--- src/design/fasp_pkg.sv ---
`timescale 1ns / 1ps
// ----------------------------------------------------------------------------
// fasp_pkg
// Types, event codes and constants shared by the activity stream parser.
// ----------------------------------------------------------------------------
package fasp_pkg;

  localparam int LOCAL_TYPES     = 16;
  localparam int LT_W            = 4;
  localparam int MAX_FIELDS_DEF  = 128;
  localparam int MIN_HDR_LEN     = 12;

  localparam logic [7:0] DEF_BIT_MASK = 8'h40;
  localparam logic [7:0] LT_MASK      = 8'h0F;

  localparam logic [15:0] GLOBAL_RECORD  = 16'd20;
  localparam logic [15:0] GLOBAL_SESSION = 16'd18;
  localparam logic [15:0] GLOBAL_LAP     = 16'd19;

  localparam logic [7:0] FLD_TIMESTAMP = 8'd253;
  localparam logic [7:0] FLD_ENH_ALT   = 8'd78;

  localparam logic [4:0] EV_ROW       = 5'd0;
  localparam logic [4:0] EV_ALT16     = 5'd1;
  localparam logic [4:0] EV_ENH_ALT   = 5'd2;
  localparam logic [4:0] EV_REC_TIME  = 5'd3;
  localparam logic [4:0] EV_SES_START = 5'd4;
  localparam logic [4:0] EV_SPORT     = 5'd5;
  localparam logic [4:0] EV_SES_DUR   = 5'd6;
  localparam logic [4:0] EV_SES_DIST  = 5'd7;
  localparam logic [4:0] EV_LAPS      = 5'd8;
  localparam logic [4:0] EV_LAP_TIME  = 5'd9;
  localparam logic [4:0] EV_LAP_START = 5'd10;
  localparam logic [4:0] EV_LAP_DUR   = 5'd11;
  localparam logic [4:0] EV_LAP_DIST  = 5'd12;
  localparam logic [4:0] EV_NOT_FIT   = 5'd13;
  localparam logic [4:0] EV_NO_DEF    = 5'd14;
  localparam logic [4:0] EV_TOO_MANY  = 5'd15;
  localparam logic [4:0] EV_TRUNC     = 5'd16;

  typedef enum logic [1:0] {
    CLS_OTHER   = 2'd0,
    CLS_RECORD  = 2'd1,
    CLS_SESSION = 2'd2,
    CLS_LAP     = 2'd3
  } msg_class_t;

  typedef enum logic [3:0] {
    PH_HDR   = 4'd0,
    PH_SKIP  = 4'd1,
    PH_MSG   = 4'd2,
    PH_DRES  = 4'd3,
    PH_DARCH = 4'd4,
    PH_DGLO  = 4'd5,
    PH_DGHI  = 4'd6,
    PH_DCNT  = 4'd7,
    PH_DFLD  = 4'd8,
    PH_DATA  = 4'd9,
    PH_IDLE  = 4'd10
  } phase_t;

  // Everything one byte produced: up to two results.
  typedef struct packed {
    logic        has0;
    logic [4:0]  ev0;
    logic [31:0] val0;
    logic        has1;
    logic [4:0]  ev1;       // row or truncated
    logic [31:0] lat;
    logic [31:0] lon;
    logic [31:0] dist_cm;
    logic [7:0]  hr;
  } bundle_t;

  function automatic logic [7:0] sig_byte(input logic [1:0] idx);
    logic [7:0] r;
    case (idx)
      2'd0:    r = 8'h2E;
      2'd1:    r = 8'h46;
      2'd2:    r = 8'h49;
      default: r = 8'h54;
    endcase
    return r;
  endfunction

endpackage

--- src/design/fasp_queue.sv ---
`timescale 1ns / 1ps
// ----------------------------------------------------------------------------
// fasp_queue
// Two-entry queue of per-byte bundles between parser and output stage.
// ----------------------------------------------------------------------------
module fasp_queue (
  input  logic              clk,
  input  logic              rst,
  input  logic              push,
  input  fasp_pkg::bundle_t din,
  input  logic              pop,
  output logic              full,
  output logic              nonempty,
  output fasp_pkg::bundle_t head
);

  fasp_pkg::bundle_t slot [2];
  logic       wptr, rptr;
  logic [1:0] count;

  assign full     = (count == 2'd2);
  assign nonempty = (count != 2'd0);
  assign head     = slot[rptr];

  always_ff @(posedge clk) begin
    if (rst) begin
      wptr  <= 1'b0;
      rptr  <= 1'b0;
      count <= 2'd0;
    end else begin
      if (push) wptr <= !wptr;
      if (pop)  rptr <= !rptr;
      count <= count + 2'(push) - 2'(pop);
    end
  end

  always_ff @(posedge clk) begin
    if (push) slot[wptr] <= din;
  end

  a_no_overflow: assert property (@(posedge clk) disable iff (rst) push |-> !full)
    else $error("queue overflow");
  a_no_underflow: assert property (@(posedge clk) disable iff (rst) pop |-> nonempty)
    else $error("queue underflow");
  a_count_range: assert property (@(posedge clk) disable iff (rst) count != 2'd3)
    else $error("queue count out of range");
  a_ptr_match: assert property (@(posedge clk) disable iff (rst)
                                (count == 2'd0 || count == 2'd2) |-> (wptr == rptr))
    else $error("queue pointers disagree with count");

endmodule

--- config.mk ---
export PLATFORM = sky130hd
export DESIGN_NAME = fasp_queue
export DESIGN_NICKNAME = d
export VERILOG_FILES = /design/src/design/fasp_pkg.sv /design/src/design/fasp_queue.sv
export SDC_FILE = /design/constraint.sdc
export NUM_CORES = 1
export LEC_CHECK = 0
export BUFFER_PORTS_ARGS = -buffer_cell sky130_fd_sc_hd__buf_2
export CAP_MARGIN = 20
export CORE_MARGIN = 2
export CORE_UTILIZATION = 55
export CTS_CLUSTER_DIAMETER = 100
export DETAILED_ROUTE_END_ITERATION = 6
export HOLD_SLACK_MARGIN = 0.1
export PLACE_DENSITY = 0.86
export SLEW_MARGIN = 20
export SYNTH_ARGS = -nofsm -noshare
export SYNTH_HDL_FRONTEND = slang
export SYNTH_SLANG_ARGS = --single-unit
--- constraint.sdc ---
create_clock -name clk -period 19.6 [get_ports clk]
set_clock_uncertainty 0.1 [all_clocks]
set_input_delay 1.96 -clock clk [delete_from_list [all_inputs] [get_ports clk]]
set_output_delay 1.96 -clock clk [all_outputs]
set_load 0.01 [all_outputs]
-- Word level (Yosys, flattened, before mapping)
Memories as Yosys holds them, arrays and structs flattened. A register that Yosys moved wholly into a read port is not among the register bits.
Index checks and enable logic that the tools add are counted.
- memories: 1
- bits in registers: 4
- RAM bits: 296
- logic and storage cells: 14
- output and inout port bits: 150
- reductions and logical operators: 3
- equality and inequality tests: 1
- add/subtract/negate cells: 2
- mux-type cells: 4
- memory list (memory ; depth ; bits a word ; read ports ; clocked after memory_dff ; wr ports ; RTL line ; text):
    slot ; 2 ; 148 ; 1 ; 1 ; 1 ; fasp_queue.sv:17 ; fasp_pkg::bundle_t slot [2];
- operator list (operator ; number):
    $mux W1 ; 4
    $add A2 B1 Y2 ; 1
    $eq A2 B2 Y1 const B ; 1
    $logic_not A1 Y1 ; 2
    $reduce_bool A2 Y1 ; 1
    $sub A2 B1 Y2 ; 1

-- Logic depth before layout (Yosys ltp)
- depth after elaboration: 3
- mapped depth: 6

-- Worst setup path before layout
Ideal clock, no wire load.
- kind: in2reg
- from: in push
- to: mem slot[0][0] in the netlist's numbering (enable)
- data required time: 18825 ps
- stages on the path: 1
- library setup time: 675 ps
- arrival time: 8362 ps
- setup slack: 10462 ps
- cell sequence: nor2b_1
- cells in the longest elaborated chain, start to end: 2
- RTL lines (item ; RTL line ; text):
    start, declared ; fasp_queue.sv:9 ; input logic push,
    $mux W1 ; fasp_queue.sv:38 ; if (push) slot[wptr] <= din;
    $mux W1 (not written as such) ; fasp_queue.sv:38 ;
    end, declared ; fasp_queue.sv:17 ;
No other way between the ends.

==> metrics <==
run status completed; total number of vias 5663; number of setup violations in the final report 0; DIE AREA 0.02102 sq mm; Power Internal 1.095 mW; RSZ-0062 raised after global routing no; Synth top area share 81.29%; nets 955; Slew HR 31.39%; final worst-path cycle share 25.89%; area of the core 0.01946 sq mm; crit-path cells buf_4 > mux2_2 > buf_2; DP HPWL 13550 um; starting density of the core 56.18%; CP max-delay cell dfxtp_4; Net Switching 0.3044 mW; root buf cell clkbuf_16; Crit Reg-Reg Endpoint slot[1][77]; Clock power frac 34.5%; H-tree depth 1; Leak 5.042 nW; Flop pwr share 54.9%; Initial DRC Count 375; Tot Pwr 1.399 mW; setup bufs post-CTS 0; Area growth, synth to finish 23.31%; crit path kind flip-flop to output port; gpl congestion 0.7616; maximum clock insertion buffer count 3; Via density 5.200; fraction of final layout cells sized beyond drive strength 1 59.61%; Worst Setup Start Kind flip-flop; CTS Hold Bufs 0; Final Critical Period 5075 ps; Worst Tran Pin Value 1029 ps; Tightest Hold Check Type flip-flop to flip-flop; mean area per synthesized cell 22.73 sq um; post-route ant nets 0; Yosys cell types 14; synthesized flop and latch total 301; Max FO, Critical Path 75; Cells after Synth 481; die height 145.0 um; CTS tree yes; max-slew violation count 0; drt pass-1 iters 4; Max stage delay on crit path 980 ps; ranking of synthesized cells by area edfxtp_1, mux2_2, buf_6; area of the mapped netlist 0.01093 sq mm; io pins 302; Data arrival, critical path 3020 ps; sequential element share of the synthesized area 82.21%; WHS Path Cells 2; WL/cell 19.21 um; hold path startpoint rptr; FF-to-FF path depth 2; area leader, netlist edfxtp_1; PD cells 103.8 mW/mm^2; number of buffers added on ports 301; MaxCap Viol Count 0; Total Wirelength 20920 um; FMAX 197.0 MHz; DRC Markers 0; first-pass GRT wire length 31830 um; global route overflow 0; R2R setup slack 17530 ps; # resized after CTS 0; Sw Ratio 21.75%; initial antenna violation count 2; peak supply drop 100.7 uV; vias in the first global route 5922; Comb pwr share 10.6%; GR Util All Layers 19.32%; Syn Nets 635; clock transition at the registers of the reported paths 60 ps; Ys Warns 0; CP endpoint kind output port; CTS buffer count 28; reg2reg start wptr; critical path required time 17540 ps; largest net degree at the start of global routing 77; Final TNS setup 0 ps; Clock Sink Count 301; die width 145.0 um; Clk Latency, worst-skew pair 520 ps; final hold violation count 0; Placement Rows 51
worst max-delay path by stage:
stage,start,endpoint,slack [ps],cells past startpoint
floorplan,push,slot[0][0],10460,1
global placement,flip-flop,head[144],15020,3
detailed placement,flip-flop,head[144],15020,3
CTS,flip-flop,head[144],14430,3
global route,flip-flop,head[27],14320,3
finish,flip-flop,head[27],14520,3
power by group through the flow:
stage	combinational [mW]	clock, mW	sequential (mW)
2_1_floorplan	0.0921	0	0.779
3_3_place_gp	0.145	0	0.779
3_5_place_dp	0.149	0	0.782
4_1_cts	0.150	0.493	0.769
5_1_grt	0.160	0.515	0.772
6_report	0.149	0.483	0.768
critical path, delay by kind of cell, from the launching register on:
family,cells,cell delay [ps]
buffers and inverters,2,1010
flip-flops,1,980
multiplexers,1,430
synthesized netlist by cell type (all sizes together):
cell type and number:
and2 1, xnor2 2, nor2 4, xnor3 1
edfxtp 296, inv 2, buf 16, mux2 148
or2 1, nor2b 3, ha 2, dfxtp 5
routing by layer:
metal / routed length (um) / track usage, % / up-vias
li1: - / - / 2561
met1: 7943 / 24.16 / 2773
met2: 10620 / 33.10 / 276
met3: 1652 / 4.434 / 53
met4: 702 / 7.376 / 0
met5: 0 / 0 / -
cell families (layout without fill, tap and decap cells):
group         Yosys count  in the layout  share of synthesized area, %
flops                 301            301                         82.21
mux                   148            148                         15.24
buf+inv                18            359                         1.533
simple gates            9              9                        0.4234
xor+xnor                3              3                        0.3662
fa+ha+maj               2              2                        0.2288
other cells             0              2                             0
stage by stage:
| stage | setup slack, ps | hold slack [ps] | instances | util (%) | instance area, sq um |
|---|---|---|---|---|---|
| after floorplan | 10460 | 379.9 | 481 | - | 10930 |
| after global placement | 15020 | 398.1 | 1036 | 65.07 | 12660 |
| after detailed placement | 15020 | 399.9 | 1036 | 65.07 | 12660 |
| after CTS | 14430 | 425.2 | 1087 | 69.25 | 13480 |
| after global routing | 14320 | 466.2 | 1089 | 69.28 | 13480 |
| final | 14520 | 418.8 | 1089 | 69.28 | 13480 |
final cells by class:
class / instances / area [sq um]
fill: 1200 / 5979
tap: 265 / 331.6
inverter: 2 / 7.507
clock buffer: 42 / 774.5
clock inverter: 9 / 40.04
sequential: 301 / 8992
multi-input combinational: 162 / 1788
timing repair buffer: 306 / 1544
antenna: 2 / 5.005
layout by cell type (no fill, tap or decap):
cell          n
buf_2       301
edfxtp_1    296
mux2_2      148
clkbuf_16    29
clkbuf_1     13
clkinv_1      6
buf_4         5
nor2_1        4
dfxtp_1       4
diode_2       2
inv_1         2
nor2b_1       2
xnor2_1       2
ha_1          2
clkinv_2      2
or2_2         1
and2_4        1
nor2b_4       1
xnor3_1       1
dfxtp_4       1
clkinvlp_4    1
sequential cells by signal, summed over array words and instances (netlist names), named ones only:
name	flops
count	2
wptr	1
slot	296
rptr	1
(Power assumes the default switching activity.)
