===== src/design/fasp_pkg.sv =====
`timescale 1ns / 1ps
// ----------------------------------------------------------------------------
// fasp_pkg
// Types, event codes and constants shared by the activity stream parser.
// ----------------------------------------------------------------------------
package fasp_pkg;

  localparam int LOCAL_TYPES     = 16;
  localparam int LT_W            = 4;
  localparam int MAX_FIELDS_DEF  = 128;
  localparam int MIN_HDR_LEN     = 12;

  localparam logic [7:0] DEF_BIT_MASK = 8'h40;
  localparam logic [7:0] LT_MASK      = 8'h0F;

  localparam logic [15:0] GLOBAL_RECORD  = 16'd20;
  localparam logic [15:0] GLOBAL_SESSION = 16'd18;
  localparam logic [15:0] GLOBAL_LAP     = 16'd19;

  localparam logic [7:0] FLD_TIMESTAMP = 8'd253;
  localparam logic [7:0] FLD_ENH_ALT   = 8'd78;

  localparam logic [4:0] EV_ROW       = 5'd0;
  localparam logic [4:0] EV_ALT16     = 5'd1;
  localparam logic [4:0] EV_ENH_ALT   = 5'd2;
  localparam logic [4:0] EV_REC_TIME  = 5'd3;
  localparam logic [4:0] EV_SES_START = 5'd4;
  localparam logic [4:0] EV_SPORT     = 5'd5;
  localparam logic [4:0] EV_SES_DUR   = 5'd6;
  localparam logic [4:0] EV_SES_DIST  = 5'd7;
  localparam logic [4:0] EV_LAPS      = 5'd8;
  localparam logic [4:0] EV_LAP_TIME  = 5'd9;
  localparam logic [4:0] EV_LAP_START = 5'd10;
  localparam logic [4:0] EV_LAP_DUR   = 5'd11;
  localparam logic [4:0] EV_LAP_DIST  = 5'd12;
  localparam logic [4:0] EV_NOT_FIT   = 5'd13;
  localparam logic [4:0] EV_NO_DEF    = 5'd14;
  localparam logic [4:0] EV_TOO_MANY  = 5'd15;
  localparam logic [4:0] EV_TRUNC     = 5'd16;

  typedef enum logic [1:0] {
    CLS_OTHER   = 2'd0,
    CLS_RECORD  = 2'd1,
    CLS_SESSION = 2'd2,
    CLS_LAP     = 2'd3
  } msg_class_t;

  typedef enum logic [3:0] {
    PH_HDR   = 4'd0,
    PH_SKIP  = 4'd1,
    PH_MSG   = 4'd2,
    PH_DRES  = 4'd3,
    PH_DARCH = 4'd4,
    PH_DGLO  = 4'd5,
    PH_DGHI  = 4'd6,
    PH_DCNT  = 4'd7,
    PH_DFLD  = 4'd8,
    PH_DATA  = 4'd9,
    PH_IDLE  = 4'd10
  } phase_t;

  // Everything one byte produced: up to two results.
  typedef struct packed {
    logic        has0;
    logic [4:0]  ev0;
    logic [31:0] val0;
    logic        has1;
    logic [4:0]  ev1;       // row or truncated
    logic [31:0] lat;
    logic [31:0] lon;
    logic [31:0] dist_cm;
    logic [7:0]  hr;
  } bundle_t;

  function automatic logic [7:0] sig_byte(input logic [1:0] idx);
    logic [7:0] r;
    case (idx)
      2'd0:    r = 8'h2E;
      2'd1:    r = 8'h46;
      2'd2:    r = 8'h49;
      default: r = 8'h54;
    endcase
    return r;
  endfunction

endpackage


===== src/design/fasp_out_if.sv =====
`timescale 1ns / 1ps
// ----------------------------------------------------------------------------
// fasp_out_if
// Event channel out of the parser.
// ----------------------------------------------------------------------------
interface fasp_out_if;
  logic               valid;
  logic               ready;
  logic [4:0]         event_res;
  logic signed [31:0] latitude;
  logic signed [31:0] longitude;
  logic [31:0]        distance_cm;
  logic [7:0]         heart_rate;
  logic [31:0]        field_value;
  logic               last_of_run;

  modport source (output valid, event_res, latitude, longitude, distance_cm, heart_rate,
                  field_value, last_of_run, input ready);
  modport sink   (input valid, event_res, latitude, longitude, distance_cm, heart_rate,
                  field_value, last_of_run, output ready);
endinterface


===== src/design/fasp_back.sv =====
`timescale 1ns / 1ps
// ----------------------------------------------------------------------------
// fasp_back
// Splits each bundle into one or two result items on the output channel.
// ----------------------------------------------------------------------------
module fasp_back (
  input  logic              clk,
  input  logic              rst,
  input  logic              nonempty,
  input  fasp_pkg::bundle_t head,
  output logic              pop,
  fasp_out_if.source        result
);

  logic second;
  logic use0, fire;

  assign use0 = head.has0 && !second;
  assign fire = result.valid && result.ready;
  assign pop  = fire && !(use0 && head.has1);

  always_comb begin
    result.valid       = nonempty;
    result.latitude    = '0;
    result.longitude   = '0;
    result.distance_cm = '0;
    result.heart_rate  = '0;
    result.field_value = '0;
    if (use0) begin
      result.event_res   = head.ev0;
      result.field_value = head.val0;
      result.last_of_run = !head.has1;
    end else begin
      result.event_res   = head.ev1;
      result.last_of_run = 1'b1;
      if (head.ev1 == fasp_pkg::EV_ROW) begin
        result.latitude    = $signed(head.lat);
        result.longitude   = $signed(head.lon);
        result.distance_cm = head.dist_cm;
        result.heart_rate  = head.hr;
      end
    end
  end

  always_ff @(posedge clk) begin
    if (rst) begin
      second <= 1'b0;
    end else if (fire) begin
      second <= use0 && head.has1;
    end
  end

  a_second_needs_pair: assert property (@(posedge clk) disable iff (rst)
                                        second |-> (nonempty && head.has0 && head.has1))
    else $error("second half without a two-item bundle");
  a_pop_on_last: assert property (@(posedge clk) disable iff (rst)
                                  pop |-> result.last_of_run)
    else $error("bundle released before its last item");
  a_nonempty_bundle: assert property (@(posedge clk) disable iff (rst)
                                      nonempty |-> (head.has0 || head.has1))
    else $error("empty bundle in queue");

endmodule


===== src/flat_wrapper.sv =====
// flat-port wrapper written by rule: the top's interface ports become plain ports
module fasp_back_flat 
  (clk, rst, nonempty, head, pop, result_valid, result_event_res, result_latitude, result_longitude, result_distance_cm, result_heart_rate, result_field_value, result_last_of_run, result_ready);
  fasp_out_if result_i ();
  input  logic clk;
  input  logic rst;
  input  logic nonempty;
  input  fasp_pkg::bundle_t head;
  output logic pop;
  output wire logic [$bits(result_i.valid)-1:0] result_valid;
  output wire logic [$bits(result_i.event_res)-1:0] result_event_res;
  output wire logic [$bits(result_i.latitude)-1:0] result_latitude;
  output wire logic [$bits(result_i.longitude)-1:0] result_longitude;
  output wire logic [$bits(result_i.distance_cm)-1:0] result_distance_cm;
  output wire logic [$bits(result_i.heart_rate)-1:0] result_heart_rate;
  output wire logic [$bits(result_i.field_value)-1:0] result_field_value;
  output wire logic [$bits(result_i.last_of_run)-1:0] result_last_of_run;
  input wire logic [$bits(result_i.ready)-1:0] result_ready;
  assign result_valid = result_i.valid;
  assign result_event_res = result_i.event_res;
  assign result_latitude = result_i.latitude;
  assign result_longitude = result_i.longitude;
  assign result_distance_cm = result_i.distance_cm;
  assign result_heart_rate = result_i.heart_rate;
  assign result_field_value = result_i.field_value;
  assign result_last_of_run = result_i.last_of_run;
  assign result_i.ready = result_ready;
  fasp_back u_core (.clk(clk), .rst(rst), .nonempty(nonempty), .head(head), .pop(pop), .result(result_i));
endmodule

===== config.mk =====
export PLATFORM = sky130hd
export DESIGN_NAME = fasp_back_flat
export DESIGN_NICKNAME = d
export VERILOG_FILES = /design/src/design/fasp_pkg.sv /design/src/design/fasp_out_if.sv /design/src/design/fasp_back.sv /design/src/flat_wrapper.sv
export SDC_FILE = /design/constraint.sdc
export NUM_CORES = 1
export LEC_CHECK = 0
export CAP_MARGIN = 40
export CORE_AREA = 2 2 114 116
export DETAILED_ROUTE_END_ITERATION = 8
export DIE_AREA = 0 0 116 118
export DONT_BUFFER_PORTS = 1
export RECOVER_POWER = 50
export SYNTH_ARGS = -nofsm -noshare
export SYNTH_HDL_FRONTEND = slang
export SYNTH_SLANG_ARGS = --single-unit
export TNS_END_PERCENT = 20

===== constraint.sdc =====
create_clock -name clk -period 1.6 [get_ports clk]
set_input_delay 0.16 -clock clk [delete_from_list [all_inputs] [get_ports clk]]
set_output_delay 0.16 -clock clk [all_outputs]
set_load 0.05 [all_outputs]

; Word-level counts from Yosys, hierarchy flattened
; Cells that the tools add are included.
[totals]
elab_cells = 20
out_inout_bits = 144
inputBits = 152
register_bits = 1
[op_classes]
n_reduce_logical = 8
n_mux = 11
[ops]
columns = op, count
row1 = two-way mux 32 bit, 7
row2 = two-way mux 8 bit, 2
row3 = logical NOT 5 bit, 1
row4 = two-way mux 5 bit, 1
row5 = logical AND 1 bit, 4
row6 = logical NOT 1 bit, 3
row7 = two-way mux 1 bit, 1

; Longest topological paths before layout
; Gate-level depths: netlist of run 1.
[logic_depth]
ltp_word = 5
mapped_depth = 5
ltp_nobuf = 2

; Worst setup path before layout of run 1
; No wires, ideal clock.
[synth_timing]
path_kind = input to output
from = input port head[106] (netlist bit)
to = output port result_latitude[0]
t_required_ps = 1440
n_path_buf = 2
arrival_ps = 2601
stages = 4
setup_slack_ps = -1161
cell_sequence = or4_1 > clkbuf_1 > buf_2 > nor4b_1
[synth_via]
elab_chain_cells = 3
[synth_rtl]
columns = item, line_no
row1 = start: declaration, flat_wrapper.sv:8  ; input fasp_pkg::bundle_t head;
row2 = logical NOT 5 bit, fasp_back.sv:36  ; if (head.ev1 == fasp_pkg::EV_ROW) begin
row3 = two-way mux 32 bit, fasp_back.sv:36
row4 = two-way mux 32 bit, fasp_back.sv:29  ; if (use0) begin
row5 = end: declaration, flat_wrapper.sv:12  ; output wire logic [$bits(result_i.latitude)-1:0] result_latitude;
; No other way between the ends.

; Final worst setup path of run 1
[layout_timing]
from = input port head[106] (netlist bit)
to = output port result_latitude[8]
; Same word-level chain as after synthesis.

==> impl_metrics.env, run 1 <==
export IMPL_run_status="finished, violations left"
export IMPL_violations="setup timing"
export IMPL_timing_slew_headroom=0.6049
export IMPL_cp_cell_sequence="or4_4 > buf_12 > buf_12 > nor4b_4 > buf_12"
export IMPL_cp_slowest_stage_delay_ps=570
export IMPL_timing_final_ws_setup_ps=-135.5
export IMPL_leakage_power_of_the_design_nw=2.266
export IMPL_first_global_vias=2412
export IMPL_die_area_um2=13690
export IMPL_route_antenna_remaining_nets=0
export IMPL_core_um2=12410
export IMPL_fin_skew_ps=0
export IMPL_finalMaxSlewViolations=0
export IMPL_track_usage=0.1323
export IMPL_clk_latency_ps=0
export IMPL_die_height_um=118
export IMPL_std_cell_rows=41
export IMPL_fraction_of_the_yosys_area_taken_by_sequential_cells=0.01091
export IMPL_design_area_um2=6075
export IMPL_power_total_w=0.001062
export IMPL_die_width_um=116
export IMPL_synthesis_yosys_warnings=0
export IMPL_synth_cell_type_count=17
export IMPL_antenna_found_initial=0
export IMPL_min_delay_path_class="in2out"
export IMPL_power_switching_share=0.5376
export IMPL_maxCapViolations=0
export IMPL_cellInternalPower_w=0.0004913
export IMPL_fmax_mhz=576.2
export IMPL_worst_setup_path_start_kind="input pin"
export IMPL_wl_um=9646
export IMPL_vias=2232
export IMPL_grt_pass1_wl_um=14660
export IMPL_grt_max_degree=106
export IMPL_drt_pre_antenna_iters=3
export IMPL_viasPerCell=4.574
export IMPL_critical_path_cell_count=5
export IMPL_critical_path_required_ps=1440
export IMPL_finalWorstPathRequiredPeriod_ps=1735
export IMPL_synth_top_family_by_area="simple AND/OR/NAND/NOR gates"
export IMPL_critPathSlowestCell="or4_4"
export IMPL_ys_seq_elements=1
export IMPL_cts_setup_buffers=0
export IMPL_ff_latch_area_um2=20.02
export IMPL_routabilityCongestion=0.7954
export IMPL_synth_simple_gate_area_frac=0.8309
export IMPL_final_worst_hold_slack_ps=320.7
export IMPL_tightest_slew_ps=595.3
export IMPL_final_fill_count=1034
export IMPL_wire_length_per_cell_after_detailed_routing_um=19.77
export IMPL_drt_initial_drc_count=82
export IMPL_power_density_nw_per_um2=174.9
export IMPL_synth_area_mux_share=0.03613
export IMPL_io_pins=296
export IMPL_postSynthAreaPerCell_um2=9.610
export IMPL_criticalPathCategory="in2out"
export IMPL_input_output_buffers=0
export IMPL_synthAdderAreaFrac=0
export IMPL_mappedNetlistArea_um2=1836
export IMPL_final_setup_viol_count=101
export IMPL_synth_compound_gate_area_share=0.002727
export IMPL_layout_worst_path_cycle_share=1.085
export IMPL_rsz0062_at_grt="true"
export IMPL_initial_core_util=0.1479
export IMPL_cp_top_family="simple AND/OR/NAND/NOR gates"
export IMPL_hold_viol=0
export IMPL_crit_path_end_kind="output pin"
export IMPL_critical_path_buf_inv_count=3
export IMPL_power_share_clock=0
export IMPL_largest_registers="u_core.second (1)"
export IMPL_pwr_share_comb=0.975
export IMPL_netlist_instances=191
export IMPL_timing_critical_path_fanout_max=10
export IMPL_grt_overflow_total=0
export IMPL_synth_xor_xnor_area_share=0
export IMPL_share_of_total_power_in_sequential_cells=0.025
export IMPL_dp_hpwl_um=8181
export IMPL_vdd_drop_max_v=0.0002327
export IMPL_synthesis_nets=343
export IMPL_regMostFlops="u_core.second"
export IMPL_multiInputGateArea_um2=2794
export IMPL_dpl_cell_area_um2=6090
export IMPL_holdPathStages=0
export IMPL_num_nets_final=470
export IMPL_critical_path_top_cell_by_count="buf_12"
export IMPL_largest_register_ff_count=1
export IMPL_drc=0
export IMPL_netSwitchingPower_w=0.0005711
export IMPL_critPathArrivalTime_ps=1580
export IMPL_finish_utilization=0.4893
export IMPL_rr_worst_depth=3
export IMPL_fraction_of_layout_instances_using_a_drive_strength_above_1=0.8734
export IMPL_area_growth_synth_to_final_pct=230.9
export IMPL_diodes=0
-- synth_stat cells --
cell type	n	area share
buf_6	7	0.043
mux2_2	5	0.031
clkbuf_1	21	0.043
buf_2	7	0.019
mux2i_1	1	0.0055
nor4b_1	44	0.21
nor2b_1	1	0.0034
and2_1	32	0.11
buf_4	1	0.0041
nor4b_2	60	0.49
dfxtp_1	1	0.011
nand2b_1	1	0.0034
or4_1	1	0.0041
nand2_1	2	0.0041
a21oi_1	1	0.0027
nand4bb_1	1	0.0061
buf_1	5	0.010
-- metrics by stage --
stage | setup slack [ps] | TNS [ps] | instances
after floorplan | -359.4 | -34110 | 191
after global placement | -156.5 | -11290 | 488
after detailed placement | -172.4 | -12150 | 488
after CTS | -155.0 | -11700 | 488
after global routing | -187.7 | -14470 | 488
final | -135.5 | -10260 | 488
-- cell type report --
| class | count | area share |
|---|---|---|
| Timing Repair Buffer | 166 | 0.5013 |
| Multi-Input combinational cell | 149 | 0.4599 |
| Tap cell | 172 | 0.03543 |
| Sequential cell | 1 | 0.003296 |
-- worst reg2reg max path, delay by kind of cell (launching register included) --
family | cells | cell delay (ps)
buf+inv | 1 | 140
mux | 1 | 130
simple gates | 1 | 160
flops | 1 | 310
-- what timing repair did --
item | 4_1_cts | 5_1_grt
hold buffers | 0 | 0
pin swaps | 9 | 2
gates resized for setup | 1 | 0
setup endpoints to repair | 101 | 101
-- final timing paths --
| check | to | start | slack [ps] |
|---|---|---|---|
| setup / recovery | result_latitude[8] | head[106] | -140 |
| hold reg to reg | u_core.second | u_core.second | 640 |
| setup reg to reg | u_core.second | u_core.second | 790 |
| hold / removal | result_valid | nonempty | 320 |
-- routing by layer --
layer  up-vias  GRT usage  wire (µm)
li1       1006          -          -
met1      1073     0.1483       3253
met2       147     0.2566       5438
met3         6    0.03347        875
met4         0   0.008929         78
met5         -          0          0
-- power by group through the flow --
stage | logic, W | clock network (W) | registers, W
after floorplan | 0.000798 | 0 | 0.0000266
after global placement | 0.00104 | 0 | 0.0000270
after detailed placement | 0.00105 | 0 | 0.0000270
after CTS | 0.00105 | 0 | 0.0000270
after global routing | 0.00107 | 0 | 0.0000270
final | 0.00104 | 0 | 0.0000270
-- kinds of logic (layout without fill, tap and decap cells) --
family | after synthesis | in the layout
and+or+nand+nor | 142 | 142
buffers and inverters | 41 | 166
muxes | 6 | 6
AOI/OAI and AO/OA | 1 | 1
DFF | 1 | 1
-- cells in the final DEF, fill, tap and decap left out --
| cell type | count |
|---|---|
| buf_12 | 145 |
| nor4b_4 | 104 |
| and2_1 | 22 |
| buf_4 | 12 |
| and2_0 | 10 |
| clkbuf_2 | 6 |
| mux2_2 | 5 |
| nand2_1 | 2 |
| nor2b_4 | 1 |
| or4_4 | 1 |
| a21oi_1 | 1 |
| nand4bb_1 | 1 |
| nand2b_1 | 1 |
| mux2i_1 | 1 |
| clkbuf_1 | 1 |
| clkbuf_4 | 1 |
| buf_6 | 1 |
| dfxtp_1 | 1 |
No activity file was read; power rests on OpenSTA's default activity.
==> inputs of run 2 (changes only) <==
clock period = 1.5 ns   (was 1.6 ns; I/O delays follow)
==> run 2 against run 1 <==
Compared with the run above: the run still ends with setup timing left; global-route usage up 1.6 points; critical path depth down 1; sequential share of layout area about the same; worst setup slack worse by 97 ps; critical path type unchanged; highest routed layer is now met5.
==> impl_metrics.env, run 2 (synthesis results as in run 1) <==
export IMPL_run_status="finished, violations left"
export IMPL_violations="setup timing"
export IMPL_critical_path_buf_inv_count=2
export IMPL_critical_path_reg2reg_startpoint="u_core.second"
export IMPL_min_delay_path_class="in2out"
export IMPL_track_usage=0.1483
export IMPL_critical_path_required_ps=1350
export IMPL_critPathSlowestCell="or4_4"
export IMPL_antenna_found_initial=1
export IMPL_first_global_vias=2557
export IMPL_worst_setup_path_start_kind="input pin"
export IMPL_finalWorstPathRequiredPeriod_ps=1732
export IMPL_hold_end="result_valid"
export IMPL_cp_cell_sequence="or4_4 > buf_12 > nor4b_4 > buf_12"
export IMPL_final_fill_count=1031
export IMPL_grt_pass1_wl_um=16150
export IMPL_route_antenna_remaining_nets=0
export IMPL_highest_count_cells_in_the_layout_ignoring_fill_and_taps="buf_12 (145), nor4b_4 (104), and2_1 (26), buf_4 (13), and2_0 (6)"
export IMPL_die_width_um=116
export IMPL_maxCapViolations=0
export IMPL_io_pins=296
export IMPL_post_place_cells=485
export IMPL_core_um2=12410
export IMPL_vdd_drop_max_v=0.0002735
export IMPL_die_area_um2=13690
export IMPL_drc=0
export IMPL_diodes=0
export IMPL_power_density_nw_per_um2=191.0
export IMPL_grt_overflow_total=0
export IMPL_num_nets_final=470
export IMPL_crit_path_end_kind="output pin"
export IMPL_initial_core_util=0.1479
export IMPL_clk_latency_ps=0
export IMPL_hold_viol=0
export IMPL_criticalPathCategory="in2out"
export IMPL_fin_cells=488
export IMPL_critical_path_top_cell_by_count="buf_12"
export IMPL_timing_final_ws_setup_ps=-232.4
export IMPL_layout_worst_path_cycle_share=1.155
export IMPL_input_output_buffers=0
export IMPL_die_height_um=118
export IMPL_cts_setup_buffers=0
export IMPL_vias=2228
export IMPL_largest_registers="u_core.second (1)"
export IMPL_mostFrequentLayoutCell="buf_12"
export IMPL_area_growth_synth_to_final_pct=235.7
export IMPL_std_cell_rows=41
export IMPL_largest_register_ff_count=1
export IMPL_rrSetupSlack_ps=680
export IMPL_fmax_mhz=577.2
export IMPL_drt_initial_drc_count=84
export IMPL_fraction_of_layout_instances_using_a_drive_strength_above_1=0.8766
export IMPL_wl_um=10640
export IMPL_regMostFlops="u_core.second"
export IMPL_fin_skew_ps=0
export IMPL_cp_slowest_stage_delay_ps=630
export IMPL_grt_max_degree=106
export IMPL_regToRegEndpoint="u_core.second"
export IMPL_rr_worst_depth=3
export IMPL_drt_pre_antenna_iters=4
export IMPL_min_delay_start="nonempty"
export IMPL_leakage_power_of_the_design_nw=2.291
export IMPL_final_setup_viol_count=121
export IMPL_holdPathStages=0
export IMPL_wire_length_per_cell_after_detailed_routing_um=21.80
export IMPL_viasPerCell=4.566
export IMPL_routabilityCongestion=0.8567
export IMPL_timing_critical_path_fanout_max=22
export IMPL_timing_slew_headroom=0.7345
export IMPL_pre_cts_ws_ps=-266.1
export IMPL_rsz0062_at_grt="true"
export IMPL_critPathArrivalTime_ps=1580
export IMPL_finalMaxSlewViolations=0
export IMPL_tightest_slew_ps=398.3
export IMPL_cp_top_family="simple AND/OR/NAND/NOR gates"
export IMPL_dp_hpwl_um=8443
run 2: changes by cell type in the layout (fill, tap and decap cells not counted):
cell,delta
clkbuf_1,-1
and2_1,+4
buf_4,+1
clkbuf_2,-6
buf_16,+3
and2_0,-4
clkbuf_4,+1
buf_6,+1
or4_4,+1
run 2: stage by stage:
step                      area (µm²)  hold WS, ps  setup TNS, ps  utilization  power [W]
after floorplan                 3095        326.2         -44010            -  0.0008780
after global placement          6092        300.6         -20500       0.4907   0.001163
after detailed placement        6092        300.6         -22160       0.4907   0.001177
after CTS                       6182        300.6         -18670       0.4980   0.001197
after global routing            6161        300.1         -22210       0.4963   0.001212
final                           6161        300.0         -16400       0.4963   0.001177
run 2: worst max path at each step:
stage,start,endpoint,slack (ps),cells after the start
after floorplan,head[106],result_distance_cm[0],-440,5
after global placement,head[106],result_longitude[25],-230,4
after detailed placement,head[106],result_latitude[14],-270,4
after CTS,head[107],result_longitude[24],-260,4
after global routing,head[107],result_longitude[21],-270,4
final,head[107],result_longitude[24],-230,4
run 2: layer usage:
layer	vias to the layer above	track usage	share of wire
met5	-	0	0.0012
met4	2	0.002232	0.00094
met3	4	0.04016	0.094
met2	137	0.2924	0.58
met1	1077	0.1638	0.33
li1	1008	-	-
run 2: area by class of cell:
class | count | area, µm² | share of cell area
timing repair buffer | 165 | 3120 | 0.5065
multi-input combinational | 150 | 2805 | 0.4553
tap | 172 | 215.2 | 0.03493
sequential | 1 | 20.02 | 0.003249
run 2: what timing repair did:
item,4_1_cts,5_1_grt
pin swaps,15,3
cloned,3,0
setup endpoints to repair,104,105
gates resized for setup,8,1
hold buffers,0,0
run 2: power breakdown:
group / switching [W] / internal, W / total [W]
Sequential: 0.000000871 / 0.0000280 / 0.0000289
Combinational: 0.000623 / 0.000525 / 0.00115
Clock: 0 / 0 / 0
==> inputs of run 3 (changes only) <==
RECOVER_POWER = unset   (was 50)
==> run 3 against run 2 <==
Compared with the run above: critical path depth did not move; global-route usage did not move; hold slack did not move; sequential cell count did not move; the run still ends with setup timing left; combinational power barely moved; highest routed layer unchanged; register-to-register slack barely moved.
==> impl_metrics.env, run 3 (synthesis results as in run 1) <==
export IMPL_critPathSlowestCell="or4_4"
export IMPL_crit_path_end_kind="output pin"
export IMPL_wl_um=10670
export IMPL_grt_overflow_total=0
export IMPL_timing_critical_path_fanout_max=22
export IMPL_min_delay_path_class="in2out"
export IMPL_die_height_um=118
export IMPL_drc=0
export IMPL_critical_path_top_cell_by_count="buf_12"
export IMPL_track_usage=0.1483
export IMPL_core_um2=12410
export IMPL_layout_worst_path_cycle_share=1.155
export IMPL_final_fill_count=1028
export IMPL_mostFrequentLayoutCell="buf_12"
export IMPL_wire_length_per_cell_after_detailed_routing_um=21.86
export IMPL_timing_final_ws_setup_ps=-232.5
export IMPL_finish_utilization=0.4983
export IMPL_cts_hold_buffers=0
export IMPL_power_density_nw_per_um2=192.1
export IMPL_cp_top_family="simple AND/OR/NAND/NOR gates"
export IMPL_criticalPathCategory="in2out"
export IMPL_final_setup_viol_count=104
export IMPL_multiInputGateArea_um2=2805
export IMPL_ff_latch_area_um2=20.02
export IMPL_drt_initial_drc_count=81
export IMPL_regMostFlops="u_core.second"
export IMPL_diodes=0
export IMPL_largest_register_ff_count=1
export IMPL_clk_latency_ps=0
export IMPL_route_antenna_remaining_nets=0
export IMPL_worst_setup_path_start_kind="input pin"
export IMPL_viasPerCell=4.574
export IMPL_critical_path_buf_inv_count=2
export IMPL_initial_core_util=0.1479
export IMPL_rsz0062_at_grt="true"
export IMPL_critical_path_required_ps=1350
export IMPL_drt_pre_antenna_iters=4
export IMPL_hold_viol=0
export IMPL_cts_setup_buffers=0
export IMPL_area_growth_synth_to_final_pct=237.0
export IMPL_grt_max_degree=106
export IMPL_std_cell_rows=41
export IMPL_input_output_buffers=0
export IMPL_antenna_found_initial=1
export IMPL_num_nets_final=470
export IMPL_fraction_of_layout_instances_using_a_drive_strength_above_1=0.8766
export IMPL_final_worst_hold_slack_ps=300.0
export IMPL_dpl_cell_area_um2=6092
export IMPL_dp_hpwl_um=8443
export IMPL_timing_slew_headroom=0.7722
export IMPL_vdd_drop_max_v=0.0002745
export IMPL_finalMaxSlewViolations=0
export IMPL_fin_skew_ps=0
export IMPL_tightest_slew_ps=341.6
export IMPL_largest_registers="u_core.second (1)"
export IMPL_first_global_vias=2557
export IMPL_cp_slowest_stage_delay_ps=630
export IMPL_routabilityCongestion=0.8567
export IMPL_maxCapViolations=0
export IMPL_run_status="finished, violations left"
export IMPL_finalWorstPathRequiredPeriod_ps=1732
export IMPL_critPathArrivalTime_ps=1580
export IMPL_grt_pass1_wl_um=16150
export IMPL_die_width_um=116
export IMPL_die_area_um2=13690
export IMPL_io_pins=296
export IMPL_design_area_um2=6186
export IMPL_highest_count_cells_in_the_layout_ignoring_fill_and_taps="buf_12 (147), nor4b_4 (104), and2_1 (32), buf_4 (13), mux2_2 (5)"
export IMPL_vias=2232
export IMPL_fmax_mhz=577.2
export IMPL_leakage_power_of_the_design_nw=2.305
export IMPL_violations="setup timing"
export IMPL_cp_cell_sequence="or4_4 > buf_12 > nor4b_4 > buf_12"
-- run 3: cell count changes in the layout (fill, tap and decap cells not counted), sizes merged --
cell    change
clkbuf      -2
buf         +2
-- run 3: area by class of cell --
type                       count  share of cell area
tap                          172             0.03479
sequential                     1            0.003236
multi-input combinational    150              0.4535
timing repair buffer         165              0.5085
-- run 3: routing by layer --
metal	vias to the layer above	GRT usage	part of all wire
met4	2	0.002232	0.00084
met1	1077	0.1638	0.33
met3	4	0.04016	0.095
met5	-	0	0.0012
met2	141	0.2924	0.58
li1	1008	-	-
-- run 3: final timing paths --
check,start,to,slack (ps),cells past startpoint
max reg2reg,u_core.second,u_core.second,680,3
max,head[107],result_longitude[24],-230,4
min,nonempty,result_valid,300,0
min reg2reg,u_core.second,u_core.second,640,3
-- run 3: power by group --
group / switching (W) / leakage, nW / total [W] / internal, W
Sequential: 0.000000903 / 0.00812 / 0.0000289 / 0.0000280
Clock: 0 / 0 / 0 / 0
Combinational: 0.000624 / 2.30 / 0.00116 / 0.000535
Total: 0.000625 / 2.30 / 0.00119 / 0.000563
-- run 3: stage by stage --
stage	power (W)	setup TNS, ps	setup slack, ps	std cells
finish	0.001189	-15910	-232.5	488
global route	0.001224	-20340	-267.7	488
CTS	0.001197	-18670	-256.2	488
detailed placement	0.001177	-22160	-266.1	485
global placement	0.001163	-20500	-234.6	485
floorplan	0.0008780	-44010	-439.4	191
-- run 3: what timing repair did --
item | 4_1_cts | 5_1_grt
resized for setup | 8 | 1
pin swaps | 15 | 3
setup endpoints to repair | 104 | 105
gates cloned | 3 | 0
